--- src/hw/rtl/bpts_pkg.sv ---
// shared types, constants and helpers for the bitmap priority task scheduler
package bpts_pkg;

    localparam int TASK_MAX       = 32;
    localparam int TASK_COUNT_DEF = 32;
    localparam int TASK_IDX_W     = 5;
    localparam int PRIO_W         = 6;
    localparam int MSG_W          = 32;
    localparam int CFG_W          = 32;
    localparam int CNT_W          = 8;

    localparam logic [PRIO_W-1:0] NO_TASK = 6'd32;
    localparam logic [CNT_W-1:0]  CNT_MAX = 8'hFF;

    // request function codes
    typedef enum logic [3:0] {
        FN_START   = 4'd0,
        FN_SEND_T  = 4'd1,
        FN_SEND_I  = 4'd2,
        FN_PEND    = 4'd3,
        FN_RESUME  = 4'd4,
        FN_READY   = 4'd5,
        FN_UNREADY = 4'd6,
        FN_GET     = 4'd7,
        FN_CLEAR   = 4'd8,
        FN_LOCK    = 4'd9,
        FN_UNLOCK  = 4'd10,
        FN_RESCHED = 4'd11
    } func_t;

    typedef enum logic [1:0] {
        SW_NONE   = 2'd0,
        SW_THREAD = 2'd1,
        SW_IRQ    = 2'd2
    } switch_t;

    typedef enum logic {
        ST_OK    = 1'b0,
        ST_RANGE = 1'b1
    } status_t;

    // per-task table controls from the scheduler core
    typedef struct packed {
        logic                  dlv_en;
        logic                  pend_inc;
        logic                  pend_dec;
        logic [TASK_IDX_W-1:0] idx;
        logic [MSG_W-1:0]      msg;
        logic                  clr_en;
        logic [TASK_IDX_W-1:0] clr_idx;
        logic [TASK_IDX_W-1:0] rd_idx;
    } tbl_ctl_t;

    // per-task table status back to the core
    typedef struct packed {
        logic [TASK_MAX-1:0] pend_zero;
        logic [TASK_MAX-1:0] pend_one;
        logic [TASK_MAX-1:0] msg_zero;
        logic [MSG_W-1:0]    rd_word;
    } tbl_stat_t;

    typedef struct packed {
        status_t             status;
        switch_t             switch_kind;
        logic [PRIO_W-1:0]   running_prio;
        logic [MSG_W-1:0]    msg_out;
        logic [TASK_MAX-1:0] ready_bits;
    } result_t;

    // lowest set bit, NO_TASK when empty
    function automatic logic [PRIO_W-1:0] first_set(input logic [TASK_MAX-1:0] bits);
        logic [PRIO_W-1:0] pos;
        pos = NO_TASK;
        for (int i = TASK_MAX - 1; i >= 0; i--)
        begin
            if (bits[i])
            begin
                pos = PRIO_W'(i);
            end
        end
        return pos;
    endfunction

endpackage

--- src/hw/rtl/bpts_req_if.sv ---
// request channel interface of the task scheduler
interface bpts_req_if;
    import bpts_pkg::*;

    logic              valid;
    logic              ready;
    logic [3:0]        func;
    logic [PRIO_W-1:0] task_prio;
    logic [MSG_W-1:0]  msg_in;

    modport source (output valid, output func, output task_prio, output msg_in, input ready);
    modport sink   (input valid, input func, input task_prio, input msg_in, output ready);
endinterface

--- src/hw/rtl/bpts_rsp_if.sv ---
// response channel interface of the task scheduler
interface bpts_rsp_if;
    import bpts_pkg::*;

    logic                valid;
    logic                ready;
    logic                status;
    logic [1:0]          switch_kind;
    logic [PRIO_W-1:0]   running_prio;
    logic [MSG_W-1:0]    msg_out;
    logic [TASK_MAX-1:0] ready_bits;

    modport source (output valid, output status, output switch_kind, output running_prio,
                    output msg_out, output ready_bits, input ready);
    modport sink   (input valid, input status, input switch_kind, input running_prio,
                    input msg_out, input ready_bits, output ready);
endinterface

--- src/hw/rtl/bitmap_priority_task_scheduler.sv ---
// top level of the bitmap priority task scheduler
// a request is held in the request register, then its result in the response register
// throughput: one request per cycle unless the response stalls; the core state update sets it
// the request register frees whenever the response register is empty or being taken
// reset: asynchronous active low; no ready task, running priority 32, counts and words zero
// created mask clears on reset; user writes it only with no request in flight; unenforced
module bitmap_priority_task_scheduler #(
    parameter int TASK_COUNT = bpts_pkg::TASK_COUNT_DEF
) (
    input  logic                       clk,
    input  logic                       rst_n,
    input  logic                       cfg_wr_en,
    input  logic [bpts_pkg::CFG_W-1:0] cfg_wr_data,
    bpts_req_if.sink                   req,
    bpts_rsp_if.source                 rsp
);
    import bpts_pkg::*;

    logic [CFG_W-1:0]  created_reg;
    logic              s1_valid_reg, s1_valid_next;
    logic [3:0]        func_reg;
    logic [PRIO_W-1:0] prio_reg;
    logic [MSG_W-1:0]  msg_in_reg;
    logic              out_valid_reg, out_valid_next;
    result_t           out_reg;

    logic      out_free;
    logic      step;
    logic      accept;
    tbl_ctl_t  tbl_ctl;
    tbl_stat_t tbl_stat;
    result_t   result;

    // created mask register
    always_ff @(posedge clk or negedge rst_n)
    begin
        if (!rst_n)
        begin
            created_reg <= '0;
        end
        else if (cfg_wr_en)
        begin
            created_reg <= cfg_wr_data;
        end
    end

    // request and response handshakes
    assign out_free  = !out_valid_reg || rsp.ready;
    assign step      = s1_valid_reg && out_free;
    assign req.ready = !s1_valid_reg || out_free;
    assign accept    = req.valid && req.ready;

    always_comb
    begin
        s1_valid_next = s1_valid_reg;
        if (accept)
        begin
            s1_valid_next = 1'b1;
        end
        else if (step)
        begin
            s1_valid_next = 1'b0;
        end
        out_valid_next = out_valid_reg;
        if (step)
        begin
            out_valid_next = 1'b1;
        end
        else if (rsp.ready)
        begin
            out_valid_next = 1'b0;
        end
    end

    always_ff @(posedge clk or negedge rst_n)
    begin
        if (!rst_n)
        begin
            s1_valid_reg  <= 1'b0;
            out_valid_reg <= 1'b0;
        end
        else
        begin
            s1_valid_reg  <= s1_valid_next;
            out_valid_reg <= out_valid_next;
        end
    end

    // request payload register
    always_ff @(posedge clk)
    begin
        if (accept)
        begin
            func_reg   <= req.func;
            prio_reg   <= req.task_prio;
            msg_in_reg <= req.msg_in;
        end
    end

    // response payload register
    always_ff @(posedge clk)
    begin
        if (step)
        begin
            out_reg <= result;
        end
    end

    bpts_sched_core #(
        .TASK_COUNT (TASK_COUNT)
    ) u_core (
        .clk          (clk),
        .rst_n        (rst_n),
        .step         (step),
        .func         (func_reg),
        .task_prio    (prio_reg),
        .msg_in       (msg_in_reg),
        .created_mask (created_reg),
        .tbl_stat     (tbl_stat),
        .tbl_ctl      (tbl_ctl),
        .result       (result)
    );

    bpts_task_table #(
        .TASK_COUNT (TASK_COUNT)
    ) u_table (
        .clk   (clk),
        .rst_n (rst_n),
        .ctl   (tbl_ctl),
        .stat  (tbl_stat)
    );

    // response outputs
    assign rsp.valid        = out_valid_reg;
    assign rsp.status       = out_reg.status;
    assign rsp.switch_kind  = out_reg.switch_kind;
    assign rsp.running_prio = out_reg.running_prio;
    assign rsp.msg_out      = out_reg.msg_out;
    assign rsp.ready_bits   = out_reg.ready_bits;

`ifndef SYNTH
    localparam logic [TASK_MAX-1:0] CHK_MASK = (TASK_COUNT >= TASK_MAX) ?
        {TASK_MAX{1'b1}} : TASK_MAX'((64'd1 << TASK_COUNT) - 64'd1);
    localparam logic [PRIO_W-1:0] CHK_LIMIT = PRIO_W'(TASK_COUNT);

    // no ready bit beyond the configured task count
    a_ready_range: assert property (@(posedge clk) disable iff (!rst_n)
        rsp.valid |-> ((rsp.ready_bits & ~CHK_MASK) == '0))
        else $error("ready bit set beyond task count");

    // running priority is a real task or none
    a_run_range: assert property (@(posedge clk) disable iff (!rst_n)
        rsp.valid |-> (rsp.running_prio == NO_TASK || rsp.running_prio < CHK_LIMIT))
        else $error("running priority out of range");

    // a failed request never switches context
    a_fail_noswitch: assert property (@(posedge clk) disable iff (!rst_n)
        (rsp.valid && rsp.status == ST_RANGE) |-> (rsp.switch_kind == SW_NONE))
        else $error("context switch on failed request");

    // request side stalls only when both stages are full and the response waits
    a_stall_cause: assert property (@(posedge clk) disable iff (!rst_n)
        !req.ready |-> (s1_valid_reg && out_valid_reg && !rsp.ready))
        else $error("request stalled without backpressure");
`endif

endmodule

--- src/hw/rtl/bpts_task_table.sv ---
// per-task pend counters and message words
module bpts_task_table #(
    parameter int TASK_COUNT = bpts_pkg::TASK_COUNT_DEF
) (
    input  logic                clk,
    input  logic                rst_n,
    input  bpts_pkg::tbl_ctl_t  ctl,
    output bpts_pkg::tbl_stat_t stat
);
    import bpts_pkg::*;

    localparam int IDX_W = $clog2(TASK_COUNT);

    logic [CNT_W-1:0] pend_reg  [TASK_COUNT];
    logic [CNT_W-1:0] pend_next [TASK_COUNT];
    logic [MSG_W-1:0] word_reg  [TASK_COUNT];
    logic [MSG_W-1:0] word_next [TASK_COUNT];

    logic [IDX_W-1:0] idx_sel;
    logic [IDX_W-1:0] clr_sel;
    logic [IDX_W-1:0] rd_sel;

    assign idx_sel = ctl.idx[IDX_W-1:0];
    assign clr_sel = ctl.clr_idx[IDX_W-1:0];
    assign rd_sel  = ctl.rd_idx[IDX_W-1:0];

    // per-entry update: saturating pend count, message or/clear
    always_comb
    begin
        for (int i = 0; i < TASK_COUNT; i++)
        begin
            pend_next[i] = pend_reg[i];
            word_next[i] = word_reg[i];
            if (idx_sel == IDX_W'(i))
            begin
                if (ctl.pend_inc && pend_reg[i] != CNT_MAX)
                begin
                    pend_next[i] = pend_reg[i] + CNT_W'(1);
                end
                if (ctl.pend_dec && pend_reg[i] != '0)
                begin
                    pend_next[i] = pend_reg[i] - CNT_W'(1);
                end
                if (ctl.dlv_en)
                begin
                    word_next[i] = word_reg[i] | ctl.msg;
                end
            end
            if (ctl.clr_en && clr_sel == IDX_W'(i))
            begin
                word_next[i] = '0;
            end
        end
    end

    always_ff @(posedge clk or negedge rst_n)
    begin
        if (!rst_n)
        begin
            for (int i = 0; i < TASK_COUNT; i++)
            begin
                pend_reg[i] <= '0;
                word_reg[i] <= '0;
            end
        end
        else
        begin
            for (int i = 0; i < TASK_COUNT; i++)
            begin
                pend_reg[i] <= pend_next[i];
                word_reg[i] <= word_next[i];
            end
        end
    end

    // status flags and the single message read port
    always_comb
    begin
        stat = '0;
        for (int i = 0; i < TASK_COUNT; i++)
        begin
            stat.pend_zero[i] = (pend_reg[i] == '0);
            stat.pend_one[i]  = (pend_reg[i] == CNT_W'(1));
            stat.msg_zero[i]  = (word_reg[i] == '0);
        end
        stat.rd_word = word_reg[rd_sel];
    end

endmodule

--- src/hw/rtl/bpts_sched_core.sv ---
// scheduler state, command decode and priority selection
module bpts_sched_core #(
    parameter int TASK_COUNT = bpts_pkg::TASK_COUNT_DEF
) (
    input  logic                          clk,
    input  logic                          rst_n,
    input  logic                          step,
    input  logic [3:0]                    func,
    input  logic [bpts_pkg::PRIO_W-1:0]   task_prio,
    input  logic [bpts_pkg::MSG_W-1:0]    msg_in,
    input  logic [bpts_pkg::TASK_MAX-1:0] created_mask,
    input  bpts_pkg::tbl_stat_t           tbl_stat,
    output bpts_pkg::tbl_ctl_t            tbl_ctl,
    output bpts_pkg::result_t             result
);
    import bpts_pkg::*;

    localparam logic [TASK_MAX-1:0] VALID_MASK = (TASK_COUNT >= TASK_MAX) ?
        {TASK_MAX{1'b1}} : TASK_MAX'((64'd1 << TASK_COUNT) - 64'd1);
    localparam logic [PRIO_W-1:0] TASK_LIMIT = PRIO_W'(TASK_COUNT);

    logic [TASK_MAX-1:0] ready_reg, ready_next;
    logic [PRIO_W-1:0]   cur_reg, cur_next;
    logic                started_reg, started_next;
    logic [CNT_W-1:0]    lock_reg, lock_next;

    func_t                 fn;
    logic [TASK_IDX_W-1:0] pi;
    logic [TASK_IDX_W-1:0] cur_idx;
    logic                  in_range;
    logic                  cur_live;
    logic                  range_fn;
    logic                  bad;
    logic                  created_p;
    logic [TASK_MAX-1:0]   p_bit;
    logic [TASK_MAX-1:0]   cur_bit;
    logic [TASK_MAX-1:0]   ready_mod;
    logic [PRIO_W-1:0]     top;
    logic                  top_live;
    logic                  resched;
    switch_t               sw;
    logic [MSG_W-1:0]      mout;

    // request decode
    always_comb
    begin
        fn        = func_t'(func);
        pi        = task_prio[TASK_IDX_W-1:0];
        cur_idx   = cur_reg[TASK_IDX_W-1:0];
        in_range  = (task_prio < TASK_LIMIT);
        cur_live  = (cur_reg < TASK_LIMIT);
        range_fn  = (fn == FN_SEND_T) || (fn == FN_SEND_I) || (fn == FN_PEND) ||
                    (fn == FN_RESUME) || (fn == FN_READY) || (fn == FN_UNREADY);
        bad       = range_fn && !in_range;
        created_p = created_mask[pi];
        p_bit     = TASK_MAX'(1) << pi;
        cur_bit   = TASK_MAX'(1) << cur_idx;
    end

    // ready bitmap changes ahead of selection
    always_comb
    begin
        ready_mod = ready_reg;
        if (!bad)
        begin
            case (fn)
                FN_SEND_T, FN_SEND_I:
                begin
                    if (created_p && tbl_stat.pend_zero[pi])
                    begin
                        ready_mod = ready_reg | p_bit;
                    end
                end
                FN_PEND, FN_UNREADY:
                begin
                    if (created_p)
                    begin
                        ready_mod = ready_reg & ~p_bit;
                    end
                end
                FN_RESUME:
                begin
                    if (created_p && (tbl_stat.pend_zero[pi] || tbl_stat.pend_one[pi]))
                    begin
                        ready_mod = ready_reg | p_bit;
                    end
                end
                FN_READY:
                begin
                    if (created_p)
                    begin
                        ready_mod = ready_reg | p_bit;
                    end
                end
                FN_GET:
                begin
                    if (cur_live && tbl_stat.msg_zero[cur_idx] && created_mask[cur_idx])
                    begin
                        ready_mod = ready_reg & ~cur_bit;
                    end
                end
                default:
                begin
                end
            endcase
        end
    end

    // top ready priority
    assign top      = first_set(ready_mod & VALID_MASK);
    assign top_live = (top != NO_TASK);
    assign resched  = top_live && (top != cur_reg);

    // selection, counters and table controls
    always_comb
    begin
        ready_next   = ready_mod;
        cur_next     = cur_reg;
        started_next = started_reg;
        lock_next    = lock_reg;
        sw           = SW_NONE;
        tbl_ctl          = '0;
        tbl_ctl.idx      = pi;
        tbl_ctl.msg      = msg_in;
        tbl_ctl.clr_idx  = cur_idx;
        if (!bad)
        begin
            case (fn)
                FN_START:
                begin
                    if (!started_reg)
                    begin
                        started_next = 1'b1;
                        cur_next     = top;
                        if (top_live)
                        begin
                            sw = SW_THREAD;
                        end
                    end
                end
                FN_SEND_T:
                begin
                    tbl_ctl.dlv_en = created_p;
                    if (resched)
                    begin
                        cur_next = top;
                        sw       = SW_THREAD;
                    end
                end
                FN_SEND_I:
                begin
                    tbl_ctl.dlv_en = created_p;
                    if (lock_reg == '0 && top_live && top < cur_reg)
                    begin
                        cur_next = top;
                        sw       = SW_IRQ;
                    end
                end
                FN_PEND:
                begin
                    tbl_ctl.pend_inc = 1'b1;
                end
                FN_RESUME:
                begin
                    tbl_ctl.pend_dec = 1'b1;
                end
                FN_GET:
                begin
                    if (resched)
                    begin
                        cur_next = top;
                        sw       = SW_THREAD;
                    end
                    if (cur_next < TASK_LIMIT)
                    begin
                        tbl_ctl.clr_en  = 1'b1;
                        tbl_ctl.clr_idx = cur_next[TASK_IDX_W-1:0];
                    end
                end
                FN_CLEAR:
                begin
                    tbl_ctl.clr_en = cur_live;
                end
                FN_LOCK:
                begin
                    if (lock_reg != CNT_MAX)
                    begin
                        lock_next = lock_reg + CNT_W'(1);
                    end
                end
                FN_UNLOCK:
                begin
                    if (lock_reg != '0)
                    begin
                        lock_next = lock_reg - CNT_W'(1);
                    end
                    if (resched)
                    begin
                        cur_next = top;
                        sw       = SW_THREAD;
                    end
                end
                FN_RESCHED:
                begin
                    if (resched)
                    begin
                        cur_next = top;
                        sw       = SW_THREAD;
                    end
                end
                default:
                begin
                end
            endcase
        end
        if (!step)
        begin
            tbl_ctl.dlv_en   = 1'b0;
            tbl_ctl.pend_inc = 1'b0;
            tbl_ctl.pend_dec = 1'b0;
            tbl_ctl.clr_en   = 1'b0;
        end
        // message read of the running task after get msg
        tbl_ctl.rd_idx = cur_next[TASK_IDX_W-1:0];
    end

    always_comb
    begin
        mout = '0;
        if (!bad && fn == FN_GET && cur_next < TASK_LIMIT)
        begin
            mout = tbl_stat.rd_word;
        end
    end

    // result of this request
    always_comb
    begin
        result.status       = bad ? ST_RANGE : ST_OK;
        result.switch_kind  = sw;
        result.running_prio = cur_next;
        result.msg_out      = mout;
        result.ready_bits   = ready_next;
    end

    always_ff @(posedge clk or negedge rst_n)
    begin
        if (!rst_n)
        begin
            ready_reg   <= '0;
            cur_reg     <= NO_TASK;
            started_reg <= 1'b0;
            lock_reg    <= '0;
        end
        else if (step)
        begin
            ready_reg   <= ready_next;
            cur_reg     <= cur_next;
            started_reg <= started_next;
            lock_reg    <= lock_next;
        end
    end

endmodule
--- src/flat_wrapper.sv ---
// flat-port wrapper written by rule: the top's interface ports become plain ports
module bitmap_priority_task_scheduler_flat import bpts_pkg::*;
#(
    parameter int TASK_COUNT = bpts_pkg::TASK_COUNT_DEF
)
  (clk, rst_n, cfg_wr_en, cfg_wr_data, req_valid, req_func, req_task_prio, req_msg_in, req_ready, rsp_valid, rsp_status, rsp_switch_kind, rsp_running_prio, rsp_msg_out, rsp_ready_bits, rsp_ready);
  bpts_req_if req_i ();
  bpts_rsp_if rsp_i ();
  input  logic clk;
  input  logic rst_n;
  input  logic cfg_wr_en;
  input  logic [bpts_pkg::CFG_W-1:0] cfg_wr_data;
  input wire logic [$bits(req_i.valid)-1:0] req_valid;
  input wire logic [$bits(req_i.func)-1:0] req_func;
  input wire logic [$bits(req_i.task_prio)-1:0] req_task_prio;
  input wire logic [$bits(req_i.msg_in)-1:0] req_msg_in;
  output wire logic [$bits(req_i.ready)-1:0] req_ready;
  output wire logic [$bits(rsp_i.valid)-1:0] rsp_valid;
  output wire logic [$bits(rsp_i.status)-1:0] rsp_status;
  output wire logic [$bits(rsp_i.switch_kind)-1:0] rsp_switch_kind;
  output wire logic [$bits(rsp_i.running_prio)-1:0] rsp_running_prio;
  output wire logic [$bits(rsp_i.msg_out)-1:0] rsp_msg_out;
  output wire logic [$bits(rsp_i.ready_bits)-1:0] rsp_ready_bits;
  input wire logic [$bits(rsp_i.ready)-1:0] rsp_ready;
  assign req_i.valid = req_valid;
  assign req_i.func = req_func;
  assign req_i.task_prio = req_task_prio;
  assign req_i.msg_in = req_msg_in;
  assign req_ready = req_i.ready;
  assign rsp_valid = rsp_i.valid;
  assign rsp_status = rsp_i.status;
  assign rsp_switch_kind = rsp_i.switch_kind;
  assign rsp_running_prio = rsp_i.running_prio;
  assign rsp_msg_out = rsp_i.msg_out;
  assign rsp_ready_bits = rsp_i.ready_bits;
  assign rsp_i.ready = rsp_ready;
  bitmap_priority_task_scheduler #(.TASK_COUNT(TASK_COUNT)) u_core (.clk(clk), .rst_n(rst_n), .cfg_wr_en(cfg_wr_en), .cfg_wr_data(cfg_wr_data), .req(req_i), .rsp(rsp_i));
endmodule
--- config.mk ---
export PLATFORM = sky130hd
export DESIGN_NAME = bitmap_priority_task_scheduler_flat
export DESIGN_NICKNAME = d
export VERILOG_FILES = /design/src/hw/rtl/bpts_pkg.sv /design/src/hw/rtl/bpts_req_if.sv /design/src/hw/rtl/bpts_rsp_if.sv /design/src/hw/rtl/bitmap_priority_task_scheduler.sv /design/src/hw/rtl/bpts_task_table.sv /design/src/hw/rtl/bpts_sched_core.sv /design/src/flat_wrapper.sv
export SDC_FILE = /design/constraint.sdc
export NUM_CORES = 2
export LEC_CHECK = 0
export BUFFER_PORTS_ARGS = -buffer_cell sky130_fd_sc_hd__buf_4
export CAP_MARGIN = 25
export CORE_AREA = 2 2 472 474
export CTS_CLUSTER_SIZE = 24
export DETAILED_ROUTE_END_ITERATION = 16
export DIE_AREA = 0 0 474 476
export GPL_ROUTABILITY_DRIVEN = 0
export SKIP_LAST_GASP = 1
export SLEW_MARGIN = 20
export SYNTH_ARGS = -nofsm -noshare
export SYNTH_HDL_FRONTEND = slang
export SYNTH_HIERARCHICAL = 1
export SYNTH_SLANG_ARGS = --single-unit
--- constraint.sdc ---
create_clock -name clk -period 20 [get_ports clk]
set_input_delay 0 -clock clk [delete_from_list [all_inputs] [get_ports clk]]
set_output_delay 0 -clock clk [all_outputs]
set_load 0.03 [all_outputs]
==> reports/metrics.cfg <==
[synth]
synth_top_area_share_pct=44.4
syn-num-nets=7574
synth.area.top_cells=sky130_fd_sc_hd__dfrtp_1 44%, sky130_fd_sc_hd__mux4_2 9.9%, sky130_fd_sc_hd__a21oi_1 7.2%, sky130_fd_sc_hd__nor2_1 6.4%, sky130_fd_sc_hd__edfxtp_1 4.5%
yosys_warnings=6
synth-seq-cells=1476
synth_seq_area_share_pct=48.9
async_set_or_reset_register_ratio_after_synthesis_pct=92.2
largest_area_contributor_in_the_synthesized_netlist=sky130_fd_sc_hd__dfrtp_1
ys.flop_type=sky130_fd_sc_hd__dfrtp_1
synth_enable_flop_cells=115
netlist-cell-type-count=114
syn-cell-area_sq_um=76700
syn_inst=7354
syn_area_per_cell_sq_um=10.4

[sta]
timing.setup.tns_ps=0
final-max-slew-violation-count=0
skew_ps=87.4
setup_ws_ps=8760
period_minus_ws_final_ps=11240
max-slew-margin-rel_pct=26.3
worst_pin_slew_ps=1100
hold_viol=0
hold_ws_ps=9.50
grt_setup_unrepaired=false
final-setup-viol-count=0
timing.final.crit_share_pct=56.2
timing.fmax_mhz=89.0

[cells_and_area]
drive_gt1_share_pct=16.4
most_common_library_cell_in_the_layout_ignoring_fill_and_taps=sky130_fd_sc_hd__dfrtp_1
stdcell_count=10558
final_core_utilization_pct=40.0
layout.cells.most_common_list=1359 x sky130_fd_sc_hd__dfrtp_1, 1243 x sky130_fd_sc_hd__nor2_1, 1104 x sky130_fd_sc_hd__a21oi_1
final_standard_cell_area_without_fillers_sq_um=88300
design.final.nets=7657
largest_register_ff_count=1024
area_growth_syn_to_layout_pct=15.2

[setup_path]
required_ps=20590
cpMaxStageDelayCell=sky130_fd_sc_hd__nor4_1
crit_fanout=64
worst_ep_arrival_time_ps=11830
critical-path-top-cell-by-count=sky130_fd_sc_hd__buf_4
crit_path_end_kind=flop
cp_num_buf_inv=5
timing.critical_path.from_type=flop
timing.critical_path.slowest_cell_delay_ps=950
worstSetupPathType=flop to flop
timing.critical_path.from=u_core/prio_reg[1]
worst_path_dominant_cell_family=buffers and inverters
r2r_start=u_core/prio_reg[1]

[placed_design]
buffer_ports.inserted=153
dpl_cell_area_sq_um=80300
dp_worst_setup_slack_ps=8720
numPlacedInstances=10048
detailed_place_hpwl_um=176000

[floorplanning]
floorplan.die.height_um=476
initial_cell_density_of_the_core_pct=34.7
core.rowCount=173
core_sq_um=221000
die_w_um=474
io_pins=154
dieArea_sq_um=226000

[cts]
cts.sinks=1476
clk_path_buf_depth=3
clock_insertion_delay_worst_skew_ps=860
number_of_clock_buffers_inserted_by_tritoncts=167
clk_transition_reported_paths_ps=60
tritoncts_clock_tree=done
clock_tree.root_cell=sky130_fd_sc_hd__clkbuf_16
h-tree-depth=4
post_cts_resized=0

[detailed_routing]
drt_iter0_drc=7963
final_antenna_net_count=0
drc=0
route.detailed.wl_per_inst_um=24.8
detail_route.wirelength_um=262000
dr.pass1.iters=10
detailroute.via_count=62595
routed_via_density=5.93

[power_and_ir_drop]
power.share.combinational_pct=17.8
p_sw_share_pct=29.8
share_seq_of_total_power_pct=41.1
power.static_leakage_nw=39.1
share_clk_of_total_power_pct=41.1
total_power_mw=7.91
p_int_mw=5.55
power.density_cell_area_nw_per_um2=89.5
net-switching-power_mw=2.36
vdd.ir_drop.worst_uv=77.0

[status]
outcome=complete, no violations

[global_routing]
grt_pass1_vias=61069
overflow=0
global_route_total_usage_across_every_layer_pct=22.9
grt_first_pass_wirelength_um=395000
grt_max_degree=120
grt_antenna_before_repair=10

[job]
cap_violations=0

[worst_hold_path]
min_path_type=primary input to asynchronous set/reset pin

tightest hold or removal path, delay by kind of cell:
family	cells	cell delay (ps)
buffers and inverters	3	1280
cell type report:
class / count / area [sq um]
Fill cell: 21036 / 133000
Sequential cell: 1476 / 37500
Multi-Input combinational cell: 5176 / 36400
Clock buffer: 234 / 4910
Timing Repair Buffer: 484 / 4290
Tap cell: 2975 / 3720
Clock inverter: 76 / 1000
Inverter: 132 / 497
Antenna cell: 5 / 12.5
power groups by stage:
| stage | Clock (mW) | Sequential, mW | Combinational, mW |
|---|---|---|---|
| floorplan | 0 | 3.28 | 0.883 |
| global placement | 0 | 3.30 | 1.31 |
| detailed placement | 0 | 3.30 | 1.33 |
| CTS | 3.31 | 3.24 | 1.37 |
| global route | 3.44 | 3.26 | 1.50 |
| finish | 3.25 | 3.25 | 1.41 |
worst paths after layout:
kind                                                     to  slack (ps)  cells after the start
worst min register to register    u_core/u_core/started_reg         490                      1
worst max register to register        u_core/rsp.msg_out[1]        8760                     28
worst max-delay path                  u_core/rsp.msg_out[1]        8760                     28
worst min-delay path            u_core/u_table/pend_reg[51]          10                      3
max in group asynchronous       u_core/u_table/word_reg[86]       16290                      9
min in group clk                     u_core/created_reg[18]         320                      3
layer usage:
metal / up-vias / GRT usage, % / wire length [um]
met5: - / 0 / 40
met4: 6 / 9.34 / 11600
met3: 636 / 5.88 / 26700
met1: 31670 / 30.6 / 106000
met2: 3502 / 35.3 / 118000
li1: 26781 / - / -
cell usage after synthesis, types with 115 or more instances:
library cell / number
sky130_fd_sc_hd__dfrtp_1: 1360
sky130_fd_sc_hd__a21oi_1: 1104
sky130_fd_sc_hd__mux4_2: 337
sky130_fd_sc_hd__nor2_1: 1307
sky130_fd_sc_hd__nor4_1: 316
sky130_fd_sc_hd__xnor2_1: 210
sky130_fd_sc_hd__inv_1: 129
sky130_fd_sc_hd__clkbuf_1: 426
sky130_fd_sc_hd__o21ai_0: 130
sky130_fd_sc_hd__edfxtp_1: 115
sky130_fd_sc_hd__nand2_1: 336
sky130_fd_sc_hd__ha_1: 140
sky130_fd_sc_hd__nand4_1: 140
sky130_fd_sc_hd__nand3_1: 122
timing repair:
action,in CTS,in global routing
hold buffers,187,0
endpoints found under the hold margin,371,0
buffers inserted,0,0
kinds of logic (layout without fill, tap and decap cells):
logic type / after synthesis / count (layout) / share of synthesized area [%]
buffers and inverters: 702 / 926 / 4.03
and+or+nand+nor: 2690 / 2690 / 17.0
other: 0 / 5 / 0
AOI/OAI and AO/OA: 1562 / 1562 / 12.0
muxes: 523 / 523 / 12.8
DFF: 1476 / 1476 / 48.9
adders and majority gates: 142 / 142 / 2.32
xor gates and xnor gates: 259 / 259 / 2.96
(Power assumes the default switching activity.)
